**config.mk**
```make
export PLATFORM = sky130hd
export DESIGN_NAME = integer_to_ascii_converter_flat
export DESIGN_NICKNAME = d
export VERILOG_FILES = /design/src/hw/rtl/itoa_pkg.sv /design/src/hw/rtl/itoa_if.sv /design/src/hw/rtl/itoa_cell.sv /design/src/hw/rtl/integer_to_ascii_converter.sv /design/src/flat_wrapper.sv
export SDC_FILE = /design/constraint.sdc
export NUM_CORES = 1
export LEC_CHECK = 0
export ABC_AREA = 1
export BUFFER_PORTS_ARGS = -buffer_cell sky130_fd_sc_hd__buf_4
export CAP_MARGIN = 20
export CORE_MARGIN = 1.5
export CORE_UTILIZATION = 64
export CTS_CLUSTER_SIZE = 30
export DETAILED_ROUTE_END_ITERATION = 7
export GPL_TIMING_DRIVEN = 0
export PLACE_DENSITY_LB_ADDON = 0.05
export SETUP_SLACK_MARGIN = 0.1
export SYNTH_ARGS = -nofsm -noshare
export SYNTH_HDL_FRONTEND = slang
export SYNTH_SLANG_ARGS = --single-unit
```
**constraint.sdc**
```tcl
create_clock -name clk -period 4.5 [get_ports clk]
set_input_delay 0.225 -clock clk [delete_from_list [all_inputs] [get_ports clk]]
set_output_delay 0.225 -clock clk [all_outputs]
set_load 0.01 [all_outputs]
```
**src/hw/rtl/itoa_pkg.sv**
```systemverilog
// Shared types, codes and character helpers for the integer to ASCII converter.
package itoa_pkg;

  // Format codes carried on the command field; code three prints as unsigned decimal.
  localparam logic [1:0] CMD_SIGNED   = 2'd0;
  localparam logic [1:0] CMD_UNSIGNED = 2'd1;
  localparam logic [1:0] CMD_HEX      = 2'd2;

  localparam logic [6:0] CHAR_MINUS = 7'h2d;
  localparam logic [6:0] CHAR_ZERO  = 7'h30;
  localparam logic [6:0] CHAR_A     = 7'h61;

  typedef enum logic [1:0] {
    ST_IDLE,
    ST_CONV,
    ST_STRIP,
    ST_EMIT
  } state_t;

  typedef enum logic [1:0] {
    CELL_HOLD,
    CELL_CLEAR,
    CELL_DABBLE,
    CELL_SHIFT
  } cell_op_t;

  typedef struct packed {
    cell_op_t op;
    logic     dec;
  } cell_ctrl_t;

  function automatic logic [6:0] digit_char(input logic [3:0] d);
    logic [6:0] c;
    if (d < 4'd10) begin
      c = CHAR_ZERO + {3'b000, d};
    end else begin
      c = CHAR_A + {3'b000, d} - 7'd10;
    end
    return c;
  endfunction

endpackage

```
**src/hw/rtl/itoa_if.sv**
```systemverilog
// Valid/ready channel interfaces for the converter's input words and output characters.
interface itoa_in_if #(
  parameter int VALUE_WIDTH = 32
);
  logic                   valid;
  logic                   ready;
  logic [VALUE_WIDTH-1:0] value;
  logic [1:0]             command;

  modport source (output valid, output value, output command, input ready);
  modport sink   (input valid, input value, input command, output ready);
endinterface

interface itoa_out_if;
  logic       valid;
  logic       ready;
  logic [6:0] character;
  logic       last;

  modport source (output valid, output character, output last, input ready);
  modport sink   (input valid, input character, input last, output ready);
endinterface

```
**src/hw/rtl/itoa_cell.sv**
```systemverilog
// One digit cell: shift-and-add-3 binary to BCD step, plain nibble shift, digit move, hold or clear.
module itoa_cell (
  input  logic                 clk,
  input  itoa_pkg::cell_ctrl_t ctrl,
  input  logic                 bit_in,
  input  logic [3:0]           digit_in,
  output logic [3:0]           digit_out,
  output logic                 carry_out
);

  logic [3:0] digit_r;
  logic [3:0] digit_nxt;
  logic [3:0] corrected;

  // decimal: pre-correct so the doubled digit carries at ten
  assign corrected = (ctrl.dec && (digit_r >= 4'd5)) ? (digit_r + 4'd3) : digit_r;
  assign carry_out = corrected[3];
  assign digit_out = digit_r;

  always_comb begin
    case (ctrl.op)
      itoa_pkg::CELL_HOLD:   digit_nxt = digit_r;
      itoa_pkg::CELL_CLEAR:  digit_nxt = 4'd0;
      itoa_pkg::CELL_DABBLE: digit_nxt = {corrected[2:0], bit_in};
      itoa_pkg::CELL_SHIFT:  digit_nxt = digit_in;
      default:               digit_nxt = digit_r;
    endcase
  end

  always_ff @(posedge clk) begin
    digit_r <= digit_nxt;
  end

endmodule

```
**src/hw/rtl/integer_to_ascii_converter.sv**
```systemverilog
// Top level: integer to ASCII converter built on a chain of BCD/hex digit cells.
//
//   channel   dir  beat payload                       handshake
//   in_bus    in   value[VALUE_WIDTH-1:0], command    valid/ready
//   out_bus   out  character[6:0], last               valid/ready
//
// Steps: the idle state takes the word, ST_CONV shifts its bits one by one through the cells
// (add-3 correction for decimal, plain shift for hex), ST_STRIP drops the leading zero
// digits, then ST_EMIT sends '-' and the digits one per cycle while out_bus is ready.
// Reset (rst_n low, synchronous) returns to idle and drops any pending beat. A stalled
// out_bus holds the character register; the next word is taken while the last one waits.
module integer_to_ascii_converter #(
  parameter int VALUE_WIDTH = 32
) (
  input  logic           clk,
  input  logic           rst_n,
  itoa_in_if.sink        in_bus,
  itoa_out_if.source     out_bus
);

  // digit cells: enough for the decimal or the hex form of the widest word
  localparam int DecDigits = (VALUE_WIDTH * 30103) / 100000 + 1;
  localparam int HexDigits = (VALUE_WIDTH + 3) / 4;
  localparam int NumCells  = (DecDigits > HexDigits) ? DecDigits : HexDigits;
  localparam int CntW      = $clog2(NumCells + 1);
  localparam int BitCntW   = $clog2(VALUE_WIDTH);

  itoa_pkg::state_t state_r, state_nxt;

  logic [VALUE_WIDTH-1:0] sr_r, sr_nxt;
  logic [BitCntW-1:0]     bitcnt_r, bitcnt_nxt;
  logic [CntW-1:0]        cnt_r, cnt_nxt;
  logic                   neg_r, neg_nxt;
  logic                   dec_r, dec_nxt;
  logic                   out_valid_r, out_valid_nxt;
  logic [6:0]             out_char_r, out_char_nxt;
  logic                   out_last_r, out_last_nxt;

  logic                   in_fire;
  logic                   out_load;
  logic                   neg_in;
  logic [VALUE_WIDTH-1:0] mag_in;
  logic                   top_zero;
  logic                   last_digit;
  itoa_pkg::cell_op_t     cell_op;
  itoa_pkg::cell_ctrl_t   cell_ctrl;

  logic [3:0] digit [NumCells];
  logic       carry [NumCells];

  assign in_fire    = in_bus.valid && in_bus.ready;
  assign neg_in     = (in_bus.command == itoa_pkg::CMD_SIGNED) && in_bus.value[VALUE_WIDTH-1];
  assign mag_in     = neg_in ? VALUE_WIDTH'(~in_bus.value + 1'b1) : in_bus.value;
  assign top_zero   = (digit[NumCells-1] == 4'd0);
  assign last_digit = (cnt_r == CntW'(1));
  assign cell_ctrl  = '{op: cell_op, dec: dec_r};

  // ---------------- digit cell chain ----------------
  // dabble: bits ripple up from the word's MSB; shift: digits move toward the top cell
  for (genvar i = 0; i < NumCells; i++) begin : g_cell
    logic       bit_in;
    logic [3:0] digit_in;
    if (i == 0) begin : g_first
      assign bit_in   = sr_r[VALUE_WIDTH-1];
      assign digit_in = 4'd0;
    end else begin : g_rest
      assign bit_in   = carry[i-1];
      assign digit_in = digit[i-1];
    end
    itoa_cell u_cell (
      .clk       (clk),
      .ctrl      (cell_ctrl),
      .bit_in    (bit_in),
      .digit_in  (digit_in),
      .digit_out (digit[i]),
      .carry_out (carry[i])
    );
  end

  // ---------------- sequencer: next state ----------------
  always_comb begin
    state_nxt = state_r;
    case (state_r)
      itoa_pkg::ST_IDLE: begin
        if (in_fire) state_nxt = itoa_pkg::ST_CONV;
      end
      itoa_pkg::ST_CONV: begin
        if (bitcnt_r == '0) state_nxt = itoa_pkg::ST_STRIP;
      end
      itoa_pkg::ST_STRIP: begin
        if (!top_zero || last_digit) state_nxt = itoa_pkg::ST_EMIT;
      end
      itoa_pkg::ST_EMIT: begin
        if (out_load && !neg_r && last_digit) state_nxt = itoa_pkg::ST_IDLE;
      end
      default: state_nxt = itoa_pkg::ST_IDLE;
    endcase
  end

  // ---------------- sequencer: outputs ----------------
  always_comb begin
    in_bus.ready = 1'b0;
    out_load     = 1'b0;
    cell_op      = itoa_pkg::CELL_HOLD;
    case (state_r)
      itoa_pkg::ST_IDLE: begin
        in_bus.ready = 1'b1;
        if (in_fire) cell_op = itoa_pkg::CELL_CLEAR;
      end
      itoa_pkg::ST_CONV: begin
        cell_op = itoa_pkg::CELL_DABBLE;
      end
      itoa_pkg::ST_STRIP: begin
        if (top_zero && !last_digit) cell_op = itoa_pkg::CELL_SHIFT;
      end
      itoa_pkg::ST_EMIT: begin
        out_load = !out_valid_r || out_bus.ready;
        if (out_load && !neg_r) cell_op = itoa_pkg::CELL_SHIFT;
      end
      default: begin
        in_bus.ready = 1'b0;
      end
    endcase
  end

  // ---------------- datapath next values ----------------
  always_comb begin
    sr_nxt        = sr_r;
    bitcnt_nxt    = bitcnt_r;
    cnt_nxt       = cnt_r;
    neg_nxt       = neg_r;
    dec_nxt       = dec_r;
    out_valid_nxt = out_valid_r && !out_bus.ready;
    out_char_nxt  = out_char_r;
    out_last_nxt  = out_last_r;

    if (in_fire) begin
      sr_nxt     = mag_in;
      bitcnt_nxt = BitCntW'(VALUE_WIDTH - 1);
      cnt_nxt    = CntW'(NumCells);
      neg_nxt    = neg_in;
      dec_nxt    = (in_bus.command != itoa_pkg::CMD_HEX);
    end

    if (state_r == itoa_pkg::ST_CONV) begin
      sr_nxt     = {sr_r[VALUE_WIDTH-2:0], 1'b0};
      bitcnt_nxt = bitcnt_r - 1'b1;
    end

    if (cell_op == itoa_pkg::CELL_SHIFT && state_r == itoa_pkg::ST_STRIP) begin
      cnt_nxt = cnt_r - 1'b1;
    end

    if (out_load) begin
      out_valid_nxt = 1'b1;
      if (neg_r) begin
        out_char_nxt = itoa_pkg::CHAR_MINUS;
        out_last_nxt = 1'b0;
        neg_nxt      = 1'b0;
      end else begin
        out_char_nxt = itoa_pkg::digit_char(digit[NumCells-1]);
        out_last_nxt = last_digit;
        cnt_nxt      = cnt_r - 1'b1;
      end
    end
  end

  // ---------------- registers ----------------
  always_ff @(posedge clk) begin
    if (!rst_n) begin
      state_r     <= itoa_pkg::ST_IDLE;
      out_valid_r <= 1'b0;
      neg_r       <= 1'b0;
      cnt_r       <= '0;
    end else begin
      state_r     <= state_nxt;
      out_valid_r <= out_valid_nxt;
      neg_r       <= neg_nxt;
      cnt_r       <= cnt_nxt;
    end
  end

  // payload registers
  always_ff @(posedge clk) begin
    sr_r       <= sr_nxt;
    bitcnt_r   <= bitcnt_nxt;
    dec_r      <= dec_nxt;
    out_char_r <= out_char_nxt;
    out_last_r <= out_last_nxt;
  end

  assign out_bus.valid     = out_valid_r;
  assign out_bus.character = out_char_r;
  assign out_bus.last      = out_last_r;

  // ---------------- assertions ----------------
  // an accepted word always starts the bit-serial conversion
  a_accept_to_conv: assert property (@(posedge clk) disable iff (!rst_n)
    in_fire |=> (state_r == itoa_pkg::ST_CONV))
    else $error("accepted word did not start conversion");

  // conversion ends after the last of the VALUE_WIDTH bits, then leading zeros are stripped
  a_conv_to_strip: assert property (@(posedge clk) disable iff (!rst_n)
    (state_r == itoa_pkg::ST_CONV) && (bitcnt_r == '0) |=> (state_r == itoa_pkg::ST_STRIP))
    else $error("conversion did not end after the last bit");

  // at least one digit remains while stripping or sending
  a_digits_left: assert property (@(posedge clk) disable iff (!rst_n)
    (state_r == itoa_pkg::ST_STRIP) || (state_r == itoa_pkg::ST_EMIT) |-> (cnt_r != '0))
    else $error("digit count ran out before the last character");

endmodule
```
**src/flat_wrapper.sv**
```systemverilog
// flat-port wrapper written by rule: the top's interface ports become plain ports
module integer_to_ascii_converter_flat 
#(
  parameter int VALUE_WIDTH = 32
)
  (clk, rst_n, in_bus_valid, in_bus_value, in_bus_command, in_bus_ready, out_bus_valid, out_bus_character, out_bus_last, out_bus_ready);
  itoa_in_if #(.VALUE_WIDTH(VALUE_WIDTH)) in_bus_i ();
  itoa_out_if out_bus_i ();
  input  logic clk;
  input  logic rst_n;
  input wire logic [$bits(in_bus_i.valid)-1:0] in_bus_valid;
  input wire logic [$bits(in_bus_i.value)-1:0] in_bus_value;
  input wire logic [$bits(in_bus_i.command)-1:0] in_bus_command;
  output wire logic [$bits(in_bus_i.ready)-1:0] in_bus_ready;
  output wire logic [$bits(out_bus_i.valid)-1:0] out_bus_valid;
  output wire logic [$bits(out_bus_i.character)-1:0] out_bus_character;
  output wire logic [$bits(out_bus_i.last)-1:0] out_bus_last;
  input wire logic [$bits(out_bus_i.ready)-1:0] out_bus_ready;
  assign in_bus_i.valid = in_bus_valid;
  assign in_bus_i.value = in_bus_value;
  assign in_bus_i.command = in_bus_command;
  assign in_bus_ready = in_bus_i.ready;
  assign out_bus_valid = out_bus_i.valid;
  assign out_bus_character = out_bus_i.character;
  assign out_bus_last = out_bus_i.last;
  assign out_bus_i.ready = out_bus_ready;
  integer_to_ascii_converter #(.VALUE_WIDTH(VALUE_WIDTH)) u_core (.clk(clk), .rst_n(rst_n), .in_bus(in_bus_i), .out_bus(out_bus_i));
endmodule
```
==> impl_metrics.yaml, run 1 <==
drt:
  number_of_antenna_violating_nets_in_the_routed_design: 0
  detail_route.wl_per_cell_um: 15.2
  drt_wl_total_um: 13700
  drtPass1Iterations: 8
  drc: 0
  route.detailed.vias_per_inst: 5.76
  detail_route.iter0.violations: 244
  route.vias.total: 5173
pwr:
  post-layout-total-power_mw: 4.27
  power.density_nw_per_um2: 637
  max-vdd-ir-drop_mv: 0.306
  power.static_leakage_nw: 2.94
worst_setup_path:
  maximum_fanout_along_the_worst_path: 10
  worstReg2RegStart: "u_core.state_r[1]"
  critPathLaunchType: "flop"
  setup.worst_path.end_class: "flop"
  worstPathRequired_ns: 4.60
  worstSetupPathType: "flop to flop"
  crit_start: "u_core.state_r[1]"
  crit_arrival_ns: 2.41
yosys:
  ys_seq_area_frac: 0.458
  synth_fp_nets: 791
  ffs_w_async_s_r_synth: 0
  post-synth-top-count-cell: "nand2_1"
  synth.area.top_cells: "edfxtp_1 43%, nand2_1 9.4%, inv_1 6.7%"
  synth-edff-count: 85
  yosys_register_bits: 94
  yosysWarnings: 0
  synth_top_area_cell: "edfxtp_1"
  syn_inst: 723
  synth_top_cell_area_share: 0.428
  syn-mean-instance-area_sq_um: 8.26
  top_cells_by_instance_count_after_synthesis: "149 x nand2_1, 106 x inv_1, 85 x edfxtp_1, 73 x o21ai_0, 61 x nor2_1"
  synthDistinctLibCells: 40
  syn_area_sq_um: 5970
  synthFlopType: "edfxtp_1"
global_routing:
  grt_pass1_wl_um: 22400
  grt_overflow: 0
  grt_util_all_layers: 0.286
  via_count_of_the_first_global_routing_pass: 4987
  number_of_antenna_violations_at_the_first_check_in_global_routing: 0
  maximum_number_of_pins_on_one_net_before_global_route_repair: 37
clock_network:
  cts.hold.buffers_added: 0
  cts_setup_buffers: 0
  max-clock-path-buffers: 2
  clock_insertion_delay_worst_skew_ns: 0.36
  ctsHtreeMaxLevel: 3
  post_cts_resize_count: 0
  tritoncts: "built"
  cts_made_buffers: 9
  cts_root_buf: "clkbuf_8"
  clock_sinks: 94
  clkTransAtPathRegs_ns: 0.10
floorplan:
  top_level_ports: 48
  die_area_sq_um: 9920
  fp.dieW_um: 99.6
  floorplan.initialDensity: 0.652
  placement_rows: 35
  die_span_y_um: 99.6
  coreArea_sq_um: 9150
sta:
  setup_repair_after_global_routing_missed_its_margin: "false"
  worst_clock_skew_ns: 0.0155
  slew_headroom: 0.421
  worst_pin_slew_ns: 0.865
  post-route-worst-setup-slack_ns: 2.19
  clock.fmax_ghz: 0.433
  finalMaxSlewViolations: 0
  setup-tns-final_ns: 0
  final_min_period_over_clock_period: 0.513
  hold_viol: 0
  setup_viol: 0
  final.min_clock_period_ns: 2.31
hold_path:
  hp-class: "input port to flop"
  hold_start: "rst_n"
finish:
  drive_gt1_frac: 0.122
  flow.area_growth_from_synthesis_pct: 12.3
  fin_nets: 850
  fillers: 684
  post-route-util: 0.732
  insertedDiodeCount: 0
outcome:
  status: "finished clean"
run:
  number_of_maximum_capacitance_violations: 0
placement:
  dp.final_hpwl_um: 10000
  port_buffers: 47
  place_worst_setup_slack_ns: 2.25
  place_congestion: 0.910
[metrics by stage]
step                std cells  hold WS, ns  cell area, sq um
floorplan                 723        0.334              5970
CTS                       898        0.114              6700
global route              898        0.138              6700
finish                    898        0.126              6700
detailed placement        882        0.506              6490
global placement          881        0.479              6460
[registers in the layout (all words and copies together) (netlist names)]
name                            cells
u_core.bitcnt_r                     5
u_core.cnt_r                        4
u_core.dec_r                        1
u_core.g_cell.u_cell.digit_out     40
u_core.neg_r                        1
u_core.out_bus.character            7
u_core.out_bus.last                 1
u_core.out_bus.valid                1
u_core.sr_r                        32
u_core.state_r                      2
[worst paths after layout]
check             depth (start not counted)                                   end  slack (ns)
setup / recovery                         10  u_core.g_cell[8].u_cell.digit_out[0]        2.19
hold reg to reg                           2                       u_core.sr_r[26]        0.53
setup reg to reg                         10  u_core.g_cell[8].u_cell.digit_out[0]        2.19
hold / removal                            3                  u_core.out_bus.valid        0.13
[power breakdown]
group          internal [mW]  switching [mW]  total (mW)  leakage (nW)
sequential              1.55           0.211        1.76         0.902
combinational          0.634            1.27        1.90          1.92
clock                  0.294           0.315       0.609         0.112
[placed cells by master, fill, tap and decap left out, drive strengths merged, types with 2 or more instances in the layout]
cell / count
o211ai: 2
nand4: 6
dfxtp: 9
o2111ai: 2
a22o: 2
nand3: 52
xnor2: 2
clkbuf: 15
ha: 30
xor2: 26
inv: 111
o21ai: 89
o22ai: 21
edfxtp: 85
buf: 57
nand2: 157
nor2: 63
a21oi: 40
clkinv: 5
nor3: 6
[final cells by class]
type | count | area, sq um | area share
clock buffer | 10 | 149 | 0.0222
tap | 111 | 139 | 0.0207
clock inverter | 6 | 66.3 | 0.00989
inverter | 111 | 424 | 0.0633
sequential | 94 | 2730 | 0.408
buffer | 14 | 90.1 | 0.0134
multi-input combinational | 504 | 2730 | 0.407
timing repair buffer | 48 | 373 | 0.0556
[kinds of logic after synthesis]
| family | synth area share |
|---|---|
| adder cells (fa/ha/maj) | 0.0629 |
| other | 0.000628 |
| XOR/XNOR | 0.0411 |
| flip-flops | 0.458 |
| buffers and inverters | 0.0861 |
| AO/OA/AOI/OAI | 0.144 |
| AND/OR/NAND/NOR | 0.208 |
[critical path, stage by stage, from the launching register on]
cell and delay, ns:
dfxtp_1 0.36, inv_1 0.14, ha_1 0.23, nand2_1 0.19, inv_1 0.22, nand2_1 0.12, nand2_4 0.15, clkinv_4 0.09
nand2_4 0.09, buf_2 0.29, o22ai_1 0.15
[routing by layer]
layer,track usage,wire (um)
met5,0,0
met4,0.126,380
met3,0.0337,702
met2,0.512,6920
met1,0.347,5670
Note: power is estimated with default switching activity, not from simulation.
==> run 2, diff against run 1 <==
--- a/config.mk
+++ b/config.mk
@@ -9,7 +9,7 @@
 export BUFFER_PORTS_ARGS = -buffer_cell sky130_fd_sc_hd__buf_4
 export CAP_MARGIN = 20
 export CORE_MARGIN = 1.5
-export CORE_UTILIZATION = 64
+export CORE_UTILIZATION = 61
 export CTS_CLUSTER_SIZE = 30
 export DETAILED_ROUTE_END_ITERATION = 7
 export GPL_TIMING_DRIVEN = 0
==> constraint.sdc (replaced) <==
create_clock -name clk -period 2.3 [get_ports clk]
set_input_delay 0.115 -clock clk [delete_from_list [all_inputs] [get_ports clk]]
set_output_delay 0.115 -clock clk [all_outputs]
set_load 0.01 [all_outputs]
==> run 2 against run 1 <==
  * Sequential power grew 95%
  * Worst setup slack lost 1.9 ns
  * Via count shrank 1.1%
  * Non-clock buffer count is 2 higher
==> impl_metrics.yaml, run 2 (synthesis results as in run 1) <==
global_routing:
  maximum_number_of_pins_on_one_net_before_global_route_repair: 37
  grt_overflow: 0
  via_count_of_the_first_global_routing_pass: 4877
  grt_util_all_layers: 0.269
  number_of_antenna_violations_at_the_first_check_in_global_routing: 0
  grt_pass1_wl_um: 21900
finish:
  finish.instance_area_sq_um: 6780
  mostFrequentLayoutCell: "nand2_1"
  post-route-util: 0.723
  layout.cells.most_common_list: "146 x nand2_1, 102 x inv_1, 85 x edfxtp_1"
  fillers: 754
  insertedDiodeCount: 0
  drive_gt1_frac: 0.137
  fin_nets: 853
  number_of_flip_flops_in_the_largest_register: 40
  flow.area_growth_from_synthesis_pct: 13.6
drt:
  detail_route.iter0.violations: 240
  route.vias.total: 5115
  detail_route.wl_per_cell_um: 14.5
  drt_wl_total_um: 13300
  number_of_antenna_violating_nets_in_the_routed_design: 0
  route.detailed.vias_per_inst: 5.57
  drtPass1Iterations: 5
  drc: 0
pwr:
  sw_frac_of_total: 0.423
  power.static_leakage_nw: 2.96
  pwr-share-comb: 0.453
  power.internal_mw: 4.81
  share_seq_of_total_power: 0.413
  clock_power_share: 0.135
  power.density_nw_per_um2: 1230
  netSwitchingPower_mw: 3.52
  max-vdd-ir-drop_mv: 0.591
sta:
  post-route-worst-setup-slack_ns: 0.244
  worst_pin_slew_ns: 0.822
  final_min_period_over_clock_period: 0.894
  finalMaxSlewViolations: 0
  slew_headroom: 0.452
  setup_repair_after_global_routing_missed_its_margin: "false"
  hold_viol: 0
  final.min_clock_period_ns: 2.06
  worst_clock_skew_ns: 0.0134
  setup_viol: 0
  clock.fmax_ghz: 0.486
floorplan:
  coreArea_sq_um: 9370
  die_span_y_um: 102
  floorplan.initialDensity: 0.637
  placement_rows: 35
  fp.dieW_um: 102
  top_level_ports: 48
  die_area_sq_um: 10400
placement:
  place_worst_setup_slack_ns: -0.111
  port_buffers: 47
  placed_cell_area_sq_um: 6500
  place_congestion: 0.930
  dp.final_hpwl_um: 9580
outcome:
  status: "finished clean"
clock_network:
  tritoncts: "built"
  clock_sinks: 94
  cts_root_buf: "clkbuf_8"
  cts_made_buffers: 9
  ctsHtreeMaxLevel: 3
  clkTransAtPathRegs_ns: 0.09
  max-clock-path-buffers: 2
  clock_insertion_delay_worst_skew_ns: 0.37
worst_setup_path:
  setup.worst_path.end_class: "flop"
  worstSetupPathType: "flop to flop"
  crit_arrival_ns: 2.16
  critPathLaunchType: "flop"
  maximum_fanout_along_the_worst_path: 10
  worstPathRequired_ns: 2.41
run:
  number_of_maximum_capacitance_violations: 0
hold_path:
  hp-class: "input port to flop"
## run 2: path summary, 6_finish.rpt
| check | end | from | slack (ns) | cells past startpoint |
|---|---|---|---|---|
| worst max-delay path | u_core.g_cell[7].u_cell.digit_out[1] | u_core.state_r[0] | 0.24 | 11 |
| worst min-delay path | u_core.dec_r | in_bus_command[0] | 0.06 | 3 |
| worst max register to register | u_core.g_cell[7].u_cell.digit_out[1] | u_core.state_r[0] | 0.24 | 11 |
| worst min register to register | u_core.sr_r[0] | u_core.sr_r[0] | 0.51 | 2 |
## run 2: power by group through the flow
stage | clock network (mW) | registers [mW] | logic, mW
after floorplan | 0 | 3.36 | 2.68
after detailed placement | 0 | 3.47 | 3.58
after global placement | 0 | 3.45 | 3.40
after CTS | 1.13 | 3.43 | 3.65
final | 1.12 | 3.44 | 3.77
after global routing | 1.19 | 3.52 | 4.24
## run 2: worst max-delay path, cell delays in order (launching register included)
cell      delay (ns)
dfxtp_1         0.43
inv_2           0.08
ha_2            0.21
nand2_1         0.06
nor2_1          0.04
nand2_1         0.08
nand2_2         0.07
nand2_2         0.17
nand2_4         0.12
nand2_2         0.17
clkbuf_4        0.26
o22ai_1         0.11
## run 2: per-layer routing
metal  share of wire  global-route usage  vias up
met5               0                   0        -
met4           0.021               0.121        0
met3           0.049              0.0356       23
met2            0.50               0.466      182
met1            0.43               0.337     2355
li1                -                   -     2555
## run 2: metrics by stage
stage / TNS (ns) / power [mW] / hold slack, ns / instances
floorplan: 0 / 6.04 / 0.224 / 723
global route: 0 / 8.96 / 0.0779 / 919
global placement: -14.44 / 6.85 / 0.388 / 899
finish: 0 / 8.33 / 0.0593 / 919
detailed placement: -4.36 / 7.05 / 0.393 / 899
CTS: 0 / 8.21 / 0.0600 / 917
## run 2: repair_timing
| action | 4_1_cts | 5_1_grt |
|---|---|---|
| pin swaps | 0 | 0 |
| hold buffers | 1 | 0 |
| gates resized for setup | 5 | 18 |
| setup buffers | 0 | 2 |
| hold endpoints to repair | 1 | 0 |
| endpoints found under the setup margin | 106 | 67 |
| gates cloned | 1 | 0 |
## run 2: area by class of cell
cell class,instances,area (sq um),share of cell area
Buffer,14,101,0.0149
Timing Repair Buffer,50,378,0.0557
Inverter,111,429,0.0633
Sequential cell,94,2730,0.403
Tap cell,129,161,0.0238
Clock inverter,6,68.8,0.0101
Clock buffer,10,128,0.0188
Multi-Input combinational cell,505,2780,0.410
==> run 3, diff against run 2 <==
--- a/config.mk
+++ b/config.mk
@@ -13,6 +13,7 @@
 export CTS_CLUSTER_SIZE = 30
 export DETAILED_ROUTE_END_ITERATION = 7
 export GPL_TIMING_DRIVEN = 0
+export MAX_ROUTING_LAYER = met4
 export PLACE_DENSITY_LB_ADDON = 0.05
 export SETUP_SLACK_MARGIN = 0.1
 export SYNTH_ARGS = -nofsm -noshare
==> run 3 against run 2 <==
  * Combinational power is essentially flat
  * Sequential cell count stayed put
  * Worst setup slack lost 0.020 ns
  * First-iteration DRC count down 13%
  * Maximum frequency shrank 0.98%
  * Power decreased by 1.3%
  * Cell area decreased by 0.50%
  * Critical endpoint unchanged
==> impl_metrics.yaml, run 3 (synthesis results as in run 1) <==
drt:
  drtPass1Iterations: 5
  drc: 0
  routed_wire_length_on_met2_um: 6680
  met3_wirelength_um: 606
  detail_route.wl_per_cell_um: 14.4
  drt_wl_total_um: 13300
  number_of_antenna_violating_nets_in_the_routed_design: 0
  drt-met1-wl_um: 5740
  route.vias.total: 5119
  detail_route.iter0.violations: 208
  route.detailed.vias_per_inst: 5.56
  top_layer_used: "met4"
placement:
  dp.final_hpwl_um: 9570
  placed_cells_incl_taps: 899
  port_buffers: 47
  placed_cell_area_sq_um: 6500
  place_congestion: 0.902
worst_setup_path:
  regToRegEndpoint: "u_core.g_cell[7].u_cell.digit_out[1]"
  worstReg2RegStart: "u_core.state_r[0]"
  worstSetupPathType: "flop to flop"
  crit_start: "u_core.state_r[0]"
  timing.reg2reg.worst_path_depth: 11
  crit_arrival_ns: 2.17
  worstPathRequired_ns: 2.39
  maximum_fanout_along_the_worst_path: 10
  critPathLaunchType: "flop"
  r2r_setup_slk_ns: 0.22
  cp-endpoint: "u_core.g_cell[7].u_cell.digit_out[1]"
  setup.worst_path.end_class: "flop"
clock_network:
  cts_root_buf: "clkbuf_8"
  tritoncts: "built"
  max-clock-path-buffers: 2
  cts.hold.buffers_added: 0
  clock_insertion_delay_worst_skew_ns: 0.36
  clock_sinks: 94
  clkTransAtPathRegs_ns: 0.09
  cts_made_buffers: 9
  ctsHtreeMaxLevel: 3
hold_path:
  hp-class: "input port to flop"
  hold_start: "rst_n"
floorplan:
  top_level_ports: 48
  die_span_y_um: 102
  placement_rows: 35
  fp.dieW_um: 102
  floorplan.initialDensity: 0.637
  coreArea_sq_um: 9370
  die_area_sq_um: 10400
global_routing:
  maximum_number_of_pins_on_one_net_before_global_route_repair: 37
  grt_util_all_layers: 0.276
  grt_overflow: 0
  grt_pass1_wl_um: 21900
  number_of_antenna_violations_at_the_first_check_in_global_routing: 0
  via_count_of_the_first_global_routing_pass: 4870
sta:
  setup_viol: 0
  clock.fmax_ghz: 0.482
  hold_viol: 0
  finalMaxSlewViolations: 0
  final.min_clock_period_ns: 2.08
  slew_headroom: 0.471
  setup_repair_after_global_routing_missed_its_margin: "true"
  worst_clock_skew_ns: 0.0178
  final_min_period_over_clock_period: 0.903
  worst_pin_slew_ns: 0.794
finish:
  seq_area_sq_um: 2730
  finish.instance_area_sq_um: 6750
  multi_input_comb_area_sq_um: 2770
  mostFrequentLayoutCell: "nand2_1"
  stdcell_count: 920
  drive_gt1_frac: 0.134
  fin_nets: 854
  number_of_flip_flops_in_the_largest_register: 40
  flow.area_growth_from_synthesis_pct: 13.0
  insertedDiodeCount: 0
  layout.cells.most_common_list: "146 x nand2_1, 103 x inv_1, 85 x edfxtp_1"
  fillers: 754
run:
  number_of_maximum_capacitance_violations: 0
pwr:
  max-vdd-ir-drop_mv: 0.510
  power.density_nw_per_um2: 1220
  power.static_leakage_nw: 2.94
outcome:
  status: "finished clean"
run 3: critical path, cell delays in order, from the launching register on:
cell and delay (ns):
dfxtp_1 0.42, inv_1 0.12, ha_1 0.25, nand2_1 0.07, nor2_1 0.04, nand2_1 0.08
nand2_2 0.07, nand2_2 0.16, nand2_4 0.11, nand2_2 0.16, buf_4 0.22, o22ai_1 0.11
run 3: how the worst min path moves through the flow:
stage               slack [ns]  cells after the start                    to
finish                    0.02                      3  u_core.out_bus.valid
global route              0.03                      3       u_core.cnt_r[3]
CTS                      0.009                      3  u_core.out_bus.valid
detailed placement        0.39                      3  u_core.out_bus.valid
global placement          0.39                      3  u_core.out_bus.valid
floorplan                 0.22                      2  u_core.out_bus.valid
run 3: where the power goes:
part	switching [mW]	internal [mW]	total, mW	leakage [nW]
clock network	0.593	0.429	1.02	0.0871
logic	2.49	1.27	3.76	1.96
registers	0.406	3.03	3.43	0.902
run 3: final cells by class:
class                           count  area share
Multi-Input combinational cell    505       0.410
Sequential cell                    94       0.405
Inverter                          111      0.0632
Timing Repair Buffer               51      0.0568
Tap cell                          129      0.0239
Clock buffer                       12      0.0215
Buffer                             14      0.0147
Clock inverter                      4     0.00464
run 3: per-layer routing:
layer / up-vias / track usage
met5: - / -
met4: 0 / 0.0906
met3: 31 / 0.0369
met2: 167 / 0.477
met1: 2368 / 0.337
li1: 2553 / -
run 3: stage by stage:
stage | power (mW) | setup WS (ns) | hold slack (ns) | util | setup TNS, ns
floorplan | 6.04 | 0.187 | 0.224 | - | 0
global placement | 6.85 | -0.385 | 0.388 | 0.693 | -15.51
detailed placement | 7.05 | -0.102 | 0.392 | 0.693 | -4.05
CTS | 8.11 | 0.105 | 0.00853 | 0.715 | 0
global route | 8.85 | 0.0826 | 0.0317 | 0.720 | 0
finish | 8.22 | 0.224 | 0.0191 | 0.720 | 0
run 3: timing repair:
action,in CTS,in global routing
setup buffers,0,4
gates cloned,1,0
endpoints found under the setup margin,106,48
pin swaps,0,1
gates resized for setup,6,11
